**config.mk**
```make
export PLATFORM = sky130hd
export DESIGN_NAME = base64_stream_encoder_top
export DESIGN_NICKNAME = d
export VERILOG_FILES = /design/src/design/b64e_pkg.sv /design/src/design/base64_stream_encoder_top.sv /design/src/design/b64e_front.sv /design/src/design/b64e_fifo.sv /design/src/design/b64e_back.sv
export SDC_FILE = /design/constraint.sdc
export NUM_CORES = 1
export LEC_CHECK = 0
export BUFFER_PORTS_ARGS = -buffer_cell sky130_fd_sc_hd__buf_2
export CAP_MARGIN = 20
export CORE_MARGIN = 4
export CORE_UTILIZATION = 50
export DETAILED_ROUTE_END_ITERATION = 10
export PLACE_DENSITY = 0.71
export SLEW_MARGIN = 20
export SYNTH_ARGS = -nofsm -noshare
export SYNTH_HDL_FRONTEND = slang
export SYNTH_SLANG_ARGS = --single-unit
```
**constraint.sdc**
```tcl
create_clock -name clk -period 2.95 [get_ports clk]
set_input_delay 0.59 -clock clk [delete_from_list [all_inputs] [get_ports clk]]
set_output_delay 0.59 -clock clk [all_outputs]
set_load 0.05 [all_outputs]
```
**src/design/b64e_pkg.sv**
```systemverilog
// Package for the base64 stream encoder: the queue entry type, character
// constants and the symbol-to-ASCII mapping. No dependencies.
`timescale 1ns / 1ps

package b64e_pkg;

  localparam int unsigned SymW  = 6;
  localparam int unsigned CharW = 7;
  localparam int unsigned Slots = 4;

  localparam logic [CharW-1:0] ChUpperA = 7'h41;  // 'A'
  localparam logic [CharW-1:0] ChLowerA = 7'h61;  // 'a'
  localparam logic [CharW-1:0] ChDigit0 = 7'h30;  // '0'
  localparam logic [CharW-1:0] ChPlus   = 7'h2B;  // '+'
  localparam logic [CharW-1:0] ChSlash  = 7'h2F;  // '/'
  localparam logic [CharW-1:0] ChMinus  = 7'h2D;  // '-'
  localparam logic [CharW-1:0] ChUnder  = 7'h5F;  // '_'
  localparam logic [CharW-1:0] ChPad    = 7'h3D;  // '='

  localparam logic [1:0] Phase0 = 2'd0;
  localparam logic [1:0] Phase1 = 2'd1;
  localparam logic [1:0] Phase2 = 2'd2;

  // One queue entry holds every character a single input byte produces.
  typedef struct packed {
    logic [1:0]                     last_idx;  // number of characters minus one
    logic [Slots-1:0][SymW-1:0]     sym;
    logic [Slots-1:0]               pad;       // slot is a padding sign
    logic                           eom;       // entry ends the message
  } entry_t;

  function automatic logic [CharW-1:0] sym_to_ascii(input logic [SymW-1:0] sym,
                                                    input logic url_safe);
    logic [CharW-1:0] s;
    s = {1'b0, sym};
    if (sym < 6'd26) begin
      sym_to_ascii = ChUpperA + s;
    end else if (sym < 6'd52) begin
      sym_to_ascii = ChLowerA + (s - 7'd26);
    end else if (sym < 6'd62) begin
      sym_to_ascii = ChDigit0 + (s - 7'd52);
    end else if (sym == 6'd62) begin
      sym_to_ascii = url_safe ? ChMinus : ChPlus;
    end else begin
      sym_to_ascii = url_safe ? ChUnder : ChSlash;
    end
  endfunction

endpackage

```
**src/design/base64_stream_encoder_top.sv**
```systemverilog
// Top level of the streaming base64 encoder. Ties the byte front end, the
// entry queue and the character back end together. Depends on b64e_pkg.
`timescale 1ns / 1ps

// Usage:
// The input channel carries one message byte per word (data_byte) with
// end_of_message set on the final byte. The block raises in_stall only when
// its internal queue of pending bytes is full.
// The output channel carries one ASCII character per word (out_char), with
// last_char set on the final character of the encoded message, padding
// included. Each byte yields one or two characters, and the final byte up to
// four; while the queue holds entries and out_stall is low the back end
// delivers one character per cycle, a rate that its single output register
// sets.
// With an empty queue the first character of a byte passes through the queue
// entry and then the output register before it is presented.
// The configuration channel (cfg_valid, cfg_ready, cfg_data) writes the
// url_safe register: 0 selects the standard alphabet with '=' padding, 1
// selects the URL alphabet ('-' and '_') without padding. cfg_ready is always
// high; the register should be written only while no message is in flight.
// Reset clears the phase, the leftover bits, the queue and out_valid, and
// sets the standard alphabet; out_char and last_char are not reset. While
// the receiver holds out_stall the current character stays put, the queue
// fills, and then in_stall rises until characters drain again.

module base64_stream_encoder_top #(
  parameter int unsigned QUEUE_DEPTH = 2
) (
  input  logic       clk,
  input  logic       rst,
  input  logic       cfg_valid,
  output logic       cfg_ready,
  input  logic       cfg_data,
  input  logic       in_valid,
  output logic       in_stall,
  input  logic [7:0] data_byte,
  input  logic       end_of_message,
  output logic       out_valid,
  input  logic       out_stall,
  output logic [6:0] out_char,
  output logic       last_char
);

  logic             url_safe;
  logic             push;
  logic             pop;
  logic             q_full;
  logic             q_not_empty;
  b64e_pkg::entry_t wr_entry;
  b64e_pkg::entry_t head;

  assign cfg_ready = 1'b1;

  always_ff @(posedge clk) begin
    if (rst) begin
      url_safe <= 1'b0;
    end else if (cfg_valid && cfg_ready) begin
      url_safe <= cfg_data;
    end
  end

  // Front end: phase tracking and per-byte character planning.
  b64e_front u_front (
    .clk            (clk),
    .rst            (rst),
    .url_safe       (url_safe),
    .in_valid       (in_valid),
    .data_byte      (data_byte),
    .end_of_message (end_of_message),
    .q_full         (q_full),
    .in_stall       (in_stall),
    .push           (push),
    .entry          (wr_entry)
  );

  // Queue that decouples the byte side from the character side.
  b64e_fifo #(
    .DEPTH (QUEUE_DEPTH)
  ) u_fifo (
    .clk       (clk),
    .rst       (rst),
    .push      (push),
    .wr_entry  (wr_entry),
    .pop       (pop),
    .full      (q_full),
    .not_empty (q_not_empty),
    .rd_entry  (head)
  );

  // Back end: one character per unstalled cycle into the output register.
  b64e_back u_back (
    .clk         (clk),
    .rst         (rst),
    .url_safe    (url_safe),
    .q_not_empty (q_not_empty),
    .head        (head),
    .out_stall   (out_stall),
    .pop         (pop),
    .out_valid   (out_valid),
    .out_char    (out_char),
    .last_char   (last_char)
  );

endmodule

```
**src/design/b64e_front.sv**
```systemverilog
// Front end of the base64 encoder: takes bytes, tracks phase and leftover
// bits, and builds one queue entry per byte. Depends on b64e_pkg.
`timescale 1ns / 1ps

module b64e_front (
  input  logic             clk,
  input  logic             rst,
  input  logic             url_safe,
  input  logic             in_valid,
  input  logic [7:0]       data_byte,
  input  logic             end_of_message,
  input  logic             q_full,
  output logic             in_stall,
  output logic             push,
  output b64e_pkg::entry_t entry
);

  logic [1:0] phase;
  logic [1:0] phase_next;
  logic [3:0] leftover;
  logic [3:0] leftover_next;

  assign in_stall = q_full;
  assign push     = in_valid && !q_full;

  always_comb begin
    entry         = '0;
    entry.eom     = end_of_message;
    phase_next    = phase;
    leftover_next = leftover;
    unique case (phase)
      b64e_pkg::Phase1: begin
        entry.sym[0]  = {leftover[1:0], data_byte[7:4]};
        leftover_next = data_byte[3:0];
        phase_next    = b64e_pkg::Phase2;
        if (end_of_message) begin
          entry.sym[1]   = {data_byte[3:0], 2'b00};
          entry.pad[2]   = 1'b1;
          entry.last_idx = url_safe ? 2'd1 : 2'd2;
        end
      end
      b64e_pkg::Phase2: begin
        entry.sym[0]   = {leftover, data_byte[7:6]};
        entry.sym[1]   = data_byte[5:0];
        entry.last_idx = 2'd1;
        leftover_next  = 4'd0;
        phase_next     = b64e_pkg::Phase0;
      end
      default: begin
        // The unused phase code behaves like phase zero.
        entry.sym[0]  = data_byte[7:2];
        leftover_next = {2'b00, data_byte[1:0]};
        phase_next    = b64e_pkg::Phase1;
        if (end_of_message) begin
          entry.sym[1]   = {data_byte[1:0], 4'b0000};
          entry.pad[2]   = 1'b1;
          entry.pad[3]   = 1'b1;
          entry.last_idx = url_safe ? 2'd1 : 2'd3;
        end
      end
    endcase
    if (end_of_message) begin
      leftover_next = 4'd0;
      phase_next    = b64e_pkg::Phase0;
    end
  end

  always_ff @(posedge clk) begin
    if (rst) begin
      phase    <= b64e_pkg::Phase0;
      leftover <= 4'd0;
    end else if (push) begin
      phase    <= phase_next;
      leftover <= leftover_next;
    end
  end

endmodule

```
**src/design/b64e_fifo.sv**
```systemverilog
// Small queue of per-byte entries between the front and back ends.
// Depends on b64e_pkg.
`timescale 1ns / 1ps

module b64e_fifo #(
  parameter int unsigned DEPTH = 2
) (
  input  logic             clk,
  input  logic             rst,
  input  logic             push,
  input  b64e_pkg::entry_t wr_entry,
  input  logic             pop,
  output logic             full,
  output logic             not_empty,
  output b64e_pkg::entry_t rd_entry
);

  localparam int unsigned AW = (DEPTH > 1) ? $clog2(DEPTH) : 1;
  localparam int unsigned CW = $clog2(DEPTH + 1);

  b64e_pkg::entry_t mem [DEPTH];
  logic [AW-1:0]    wr_ptr;
  logic [AW-1:0]    rd_ptr;
  logic [CW-1:0]    count;

  assign full      = (count == CW'(DEPTH));
  assign not_empty = (count != '0);
  assign rd_entry  = mem[rd_ptr];

  function automatic logic [AW-1:0] bump(input logic [AW-1:0] p);
    bump = (p == AW'(DEPTH - 1)) ? '0 : p + 1'b1;
  endfunction

  always_ff @(posedge clk) begin
    if (push) begin
      mem[wr_ptr] <= wr_entry;
    end
  end

  always_ff @(posedge clk) begin
    if (rst) begin
      wr_ptr <= '0;
      rd_ptr <= '0;
      count  <= '0;
    end else begin
      if (push) begin
        wr_ptr <= bump(wr_ptr);
      end
      if (pop) begin
        rd_ptr <= bump(rd_ptr);
      end
      if (push && !pop) begin
        count <= count + 1'b1;
      end else if (pop && !push) begin
        count <= count - 1'b1;
      end
    end
  end

endmodule

```
**src/design/b64e_back.sv**
```systemverilog
// Back end of the base64 encoder: walks the characters of the head entry
// into a registered output, one per unstalled cycle. Depends on b64e_pkg.
`timescale 1ns / 1ps

module b64e_back (
  input  logic             clk,
  input  logic             rst,
  input  logic             url_safe,
  input  logic             q_not_empty,
  input  b64e_pkg::entry_t head,
  input  logic             out_stall,
  output logic             pop,
  output logic             out_valid,
  output logic [6:0]       out_char,
  output logic             last_char
);

  logic [1:0] idx;
  logic       load;
  logic       take;
  logic       at_end;
  logic [6:0] char_next;

  assign load   = !out_valid || !out_stall;
  assign take   = load && q_not_empty;
  assign at_end = (idx == head.last_idx);
  assign pop    = take && at_end;

  always_comb begin
    if (head.pad[idx]) begin
      char_next = b64e_pkg::ChPad;
    end else begin
      char_next = b64e_pkg::sym_to_ascii(head.sym[idx], url_safe);
    end
  end

  always_ff @(posedge clk) begin
    if (rst) begin
      idx       <= 2'd0;
      out_valid <= 1'b0;
    end else if (load) begin
      out_valid <= q_not_empty;
      if (take) begin
        idx <= at_end ? 2'd0 : idx + 2'd1;
      end
    end
  end

  always_ff @(posedge clk) begin
    if (take) begin
      out_char  <= char_next;
      last_char <= head.eom && at_end;
    end
  end

endmodule

```
==> results.sh <==
export IMPL_outcome="complete, no violations"
export IMPL_p_per_area_mw_per_mm2=1110
export IMPL_post_route_cells_drive_above_1_share_pct=22.2
export IMPL_cts_tree="done"
export IMPL_synthMuxAreaShare_pct=8.01
export IMPL_period_needed_ns=2.73
export IMPL_syn_inst=258
export IMPL_grtUsageTotal_pct=17.9
export IMPL_cts_root_buffer="clkbuf_8"
export IMPL_finalHoldViolCount=0
export IMPL_synth_edf_count=42
export IMPL_cts_buffers=9
export IMPL_synthSimpleGateAreaFrac_pct=13.1
export IMPL_cp_cell_sequence="mux4_2 > nand2b_1 > ha_1 > or3b_1 > o221a_2 > o22ai_1 > o31a_1 > o311ai_2"
export IMPL_clk_pin_slew_ns=0.07
export IMPL_yosysWarningCount=0
export IMPL_grt_start_max_net_pins=24
export IMPL_htree_levels=3
export IMPL_area_growth_pct=13.5
export IMPL_max_stage_delay_ns=0.53
export IMPL_port_buffers=24
export IMPL_vias=2128
export IMPL_grt_overflow=0
export IMPL_dp_cells=349
export IMPL_finalInstanceArea_sq_mm=0.00335
export IMPL_synth_area_sq_mm=0.00295
export IMPL_num_io_pins=26
export IMPL_yosys_register_bits=57
export IMPL_grt_setup_unrepaired="no"
export IMPL_setup_viol=0
export IMPL_critical_path_slowest_cell="mux4_2"
export IMPL_dr_first_iter_drc_count=84
export IMPL_drv_slew=0
export IMPL_dpl_hpwl_um=4490
export IMPL_ys_dominant_reg_cell="edfxtp_1"
export IMPL_core_rowCount=27
export IMPL_required_ns=3.01
export IMPL_r2r_slack_ns=0.22
export IMPL_ir_drop_mv=0.757
export IMPL_worst_path_buf_inv=0
export IMPL_yosysSeqAreaShare_pct=52.9
export IMPL_final_core_util_pct=59.7
export IMPL_maxCapViolCount=0
export IMPL_dr_pass1_iters=5
export IMPL_synth_top_family_by_area="compound AO/OA/AOI/OAI gates"
export IMPL_arrival_ns=2.79
export IMPL_leakage_nw=1.25
export IMPL_wire_per_inst_um=16.8
export IMPL_finalCritPeriodShare_pct=92.5
export IMPL_synth_xor_xnor_area_share_pct=1.78
export IMPL_critPathKind="flop to flop"
export IMPL_antenna_found_initial=0
export IMPL_synth_compound_area_share_pct=16.4
export IMPL_cts_sinks=57
export IMPL_synth_area_per_cell_sq_um=11.4
export IMPL_fin_nets=312
export IMPL_finalWorstSetupSlack_ns=0.220
export IMPL_critPathMaxFanout=4
export IMPL_min_from="u_front.leftover[2]$_SDFFE_PP0P_"
export IMPL_cp_top_family="compound AO/OA/AOI/OAI gates"
export IMPL_maxSlewHeadroom_pct=59.8
export IMPL_grt_pass1_wl_um=10100
export IMPL_dieArea_sq_mm=0.00720
export IMPL_async_reset_ff_share_pct=0
export IMPL_via_per_inst=5.83
export IMPL_clock_skew_ns=0.00989
export IMPL_globalplace_congestion=0.932
export IMPL_syn_nets=282
export IMPL_first_global_vias=2121
export IMPL_drtAntennaViolNets=0
export IMPL_total_power_mw=3.71
export IMPL_hold_path_class="flop to flop"
export IMPL_dp_slack_ns=0.169
export IMPL_clk_path_buf_depth=2
export IMPL_final_fill_count=473
export IMPL_yosys_area_share_adder_pct=3.82
export IMPL_num_antenna_cells=0
export IMPL_hold_ws_ns=0.460
export IMPL_placed_area_sq_mm=0.00315
export IMPL_wl_um=6130
export IMPL_final_cells=365
export IMPL_core_area_sq_mm=0.00561
export IMPL_initial_core_util_pct=52.6
export IMPL_cp_start_kind="flop"
export IMPL_clk_latency_ns=0.33
export IMPL_die_x_um=84.8
export IMPL_synth_distinct_cells=54
export IMPL_drc_errors=0
export IMPL_fmax_mhz=366
export IMPL_worst_pin_slew_ns=0.604
export IMPL_die_h_um=84.8
export IMPL_crit_path_end_kind="flop"
export IMPL_setup_tns_ns=0
==> registers in the layout, summed over array words and instances (netlist names), named ones only <==
name / flops
u_back.idx: 2
u_back.out_valid: 1
u_back.last_char: 1
u_front.phase: 2
u_fifo.rd_ptr: 1
u_back.out_char: 7
u_fifo.mem: 34
u_fifo.count: 2
url_safe: 1
u_fifo.wr_ptr: 1
u_front.leftover: 4
==> placed cells by master (no fill, tap or decap), types with 2 or more instances in the layout <==
cell / count
or3_1: 2
and2_1: 3
nor4_1: 2
xor2_1: 5
a31oi_1: 2
o41ai_1: 2
nand2_1: 26
nand3_1: 6
o31a_1: 2
ha_1: 9
a22o_1: 2
inv_2: 2
a22oi_1: 8
buf_4: 6
nor2b_1: 3
a21o_1: 3
a21oi_1: 9
nand2b_1: 5
nor3_1: 3
buf_2: 24
clkbuf_8: 9
clkinvlp_4: 3
o22a_2: 2
o21ai_0: 14
o211ai_1: 4
nor2_1: 18
a32oi_1: 2
inv_1: 14
nor3b_1: 3
edfxtp_1: 42
clkinv_2: 2
mux2i_1: 11
nand3b_1: 3
mux4_2: 5
dfxtp_1: 14
==> worst register-to-register path, delay by kind of cell (launching register included) <==
kind	cells	cell delay [ns]
AOI/OAI and AO/OA	4	0.81
and+or+nand+nor	2	0.54
DFF	1	0.39
adders and majority gates	1	0.20
muxes	1	0.53
==> synthesized netlist by cell type (all sizes together) (2+ instances only) <==
master | n | area, sq um
edfxtp | 42 | 1260
nand2 | 26 | 97.6
nor2 | 18 | 67.6
inv | 16 | 60.1
dfxtp | 15 | 300
o21ai | 15 | 75.1
mux2i | 12 | 124
a21oi | 9 | 45.0
ha | 9 | 113
a22oi | 8 | 60.1
clkbuf | 8 | 30.0
nand3 | 6 | 30.0
mux4 | 5 | 113
nand2b | 5 | 31.3
xor2 | 5 | 43.8
nor3 | 4 | 25.0
o211ai | 4 | 30.0
a21o | 3 | 22.5
and2 | 3 | 18.8
buf | 3 | 23.8
nand3b | 3 | 22.5
nor2b | 3 | 18.8
nor3b | 3 | 22.5
o311ai | 3 | 51.3
a22o | 2 | 17.5
a31oi | 2 | 12.5
a32oi | 2 | 17.5
nor4 | 2 | 12.5
o22a | 2 | 20.0
o22ai | 2 | 26.3
o31a | 2 | 17.5
o41ai | 2 | 17.5
or3 | 2 | 12.5
==> logic make-up after synthesis <==
group           count (synthesis)
fa+ha+maj                       9
compound gates                 63
mux                            17
flops                          57
simple gates                   78
buf+inv                        27
other cells                     1
xor+xnor                        6
==> what timing repair did <==
item                                    in CTS  in global routing
endpoints found under the setup margin       0                  1
endpoints found under the hold margin        0                  0
resized for setup                            0                  1
hold buffers                                 0                  0
setup buffers                                0                  0
==> cell type report <==
type	instances	area (sq um)	area share (%)
sequential	57	1560	46.7
multi-input combinational	174	1280	38.1
timing repair buffer	30	165	4.93
clock buffer	9	124	3.70
tap	72	90.1	2.69
clock inverter	7	71.3	2.13
inverter	16	60.1	1.79
==> final timing paths <==
kind,end,depth (start not counted)
max,u_back.out_char[5]$_SDFFCE_PP1N_,8
min reg2reg,u_front.leftover[2]$_SDFFE_PP0P_,2
max reg2reg,u_back.out_char[5]$_SDFFCE_PP1N_,8
min,u_front.leftover[2]$_SDFFE_PP0P_,2
==> routing by layer <==
metal  vias to the layer above  part of all wire (%)  GRT usage, %
li1                       1021                     -             -
met1                      1013                    43          21.0
met2                        81                    50          30.9
met3                        13                   4.1          3.50
met4                         0                   2.2          9.21
met5                         -                     0             0
==> report_power, final <==
part	switching, mW	internal (mW)
sequential	0.0877	1.11
clock	0.315	0.387
combinational	1.15	0.655
total	1.56	2.15
(Power assumes the default switching activity.)
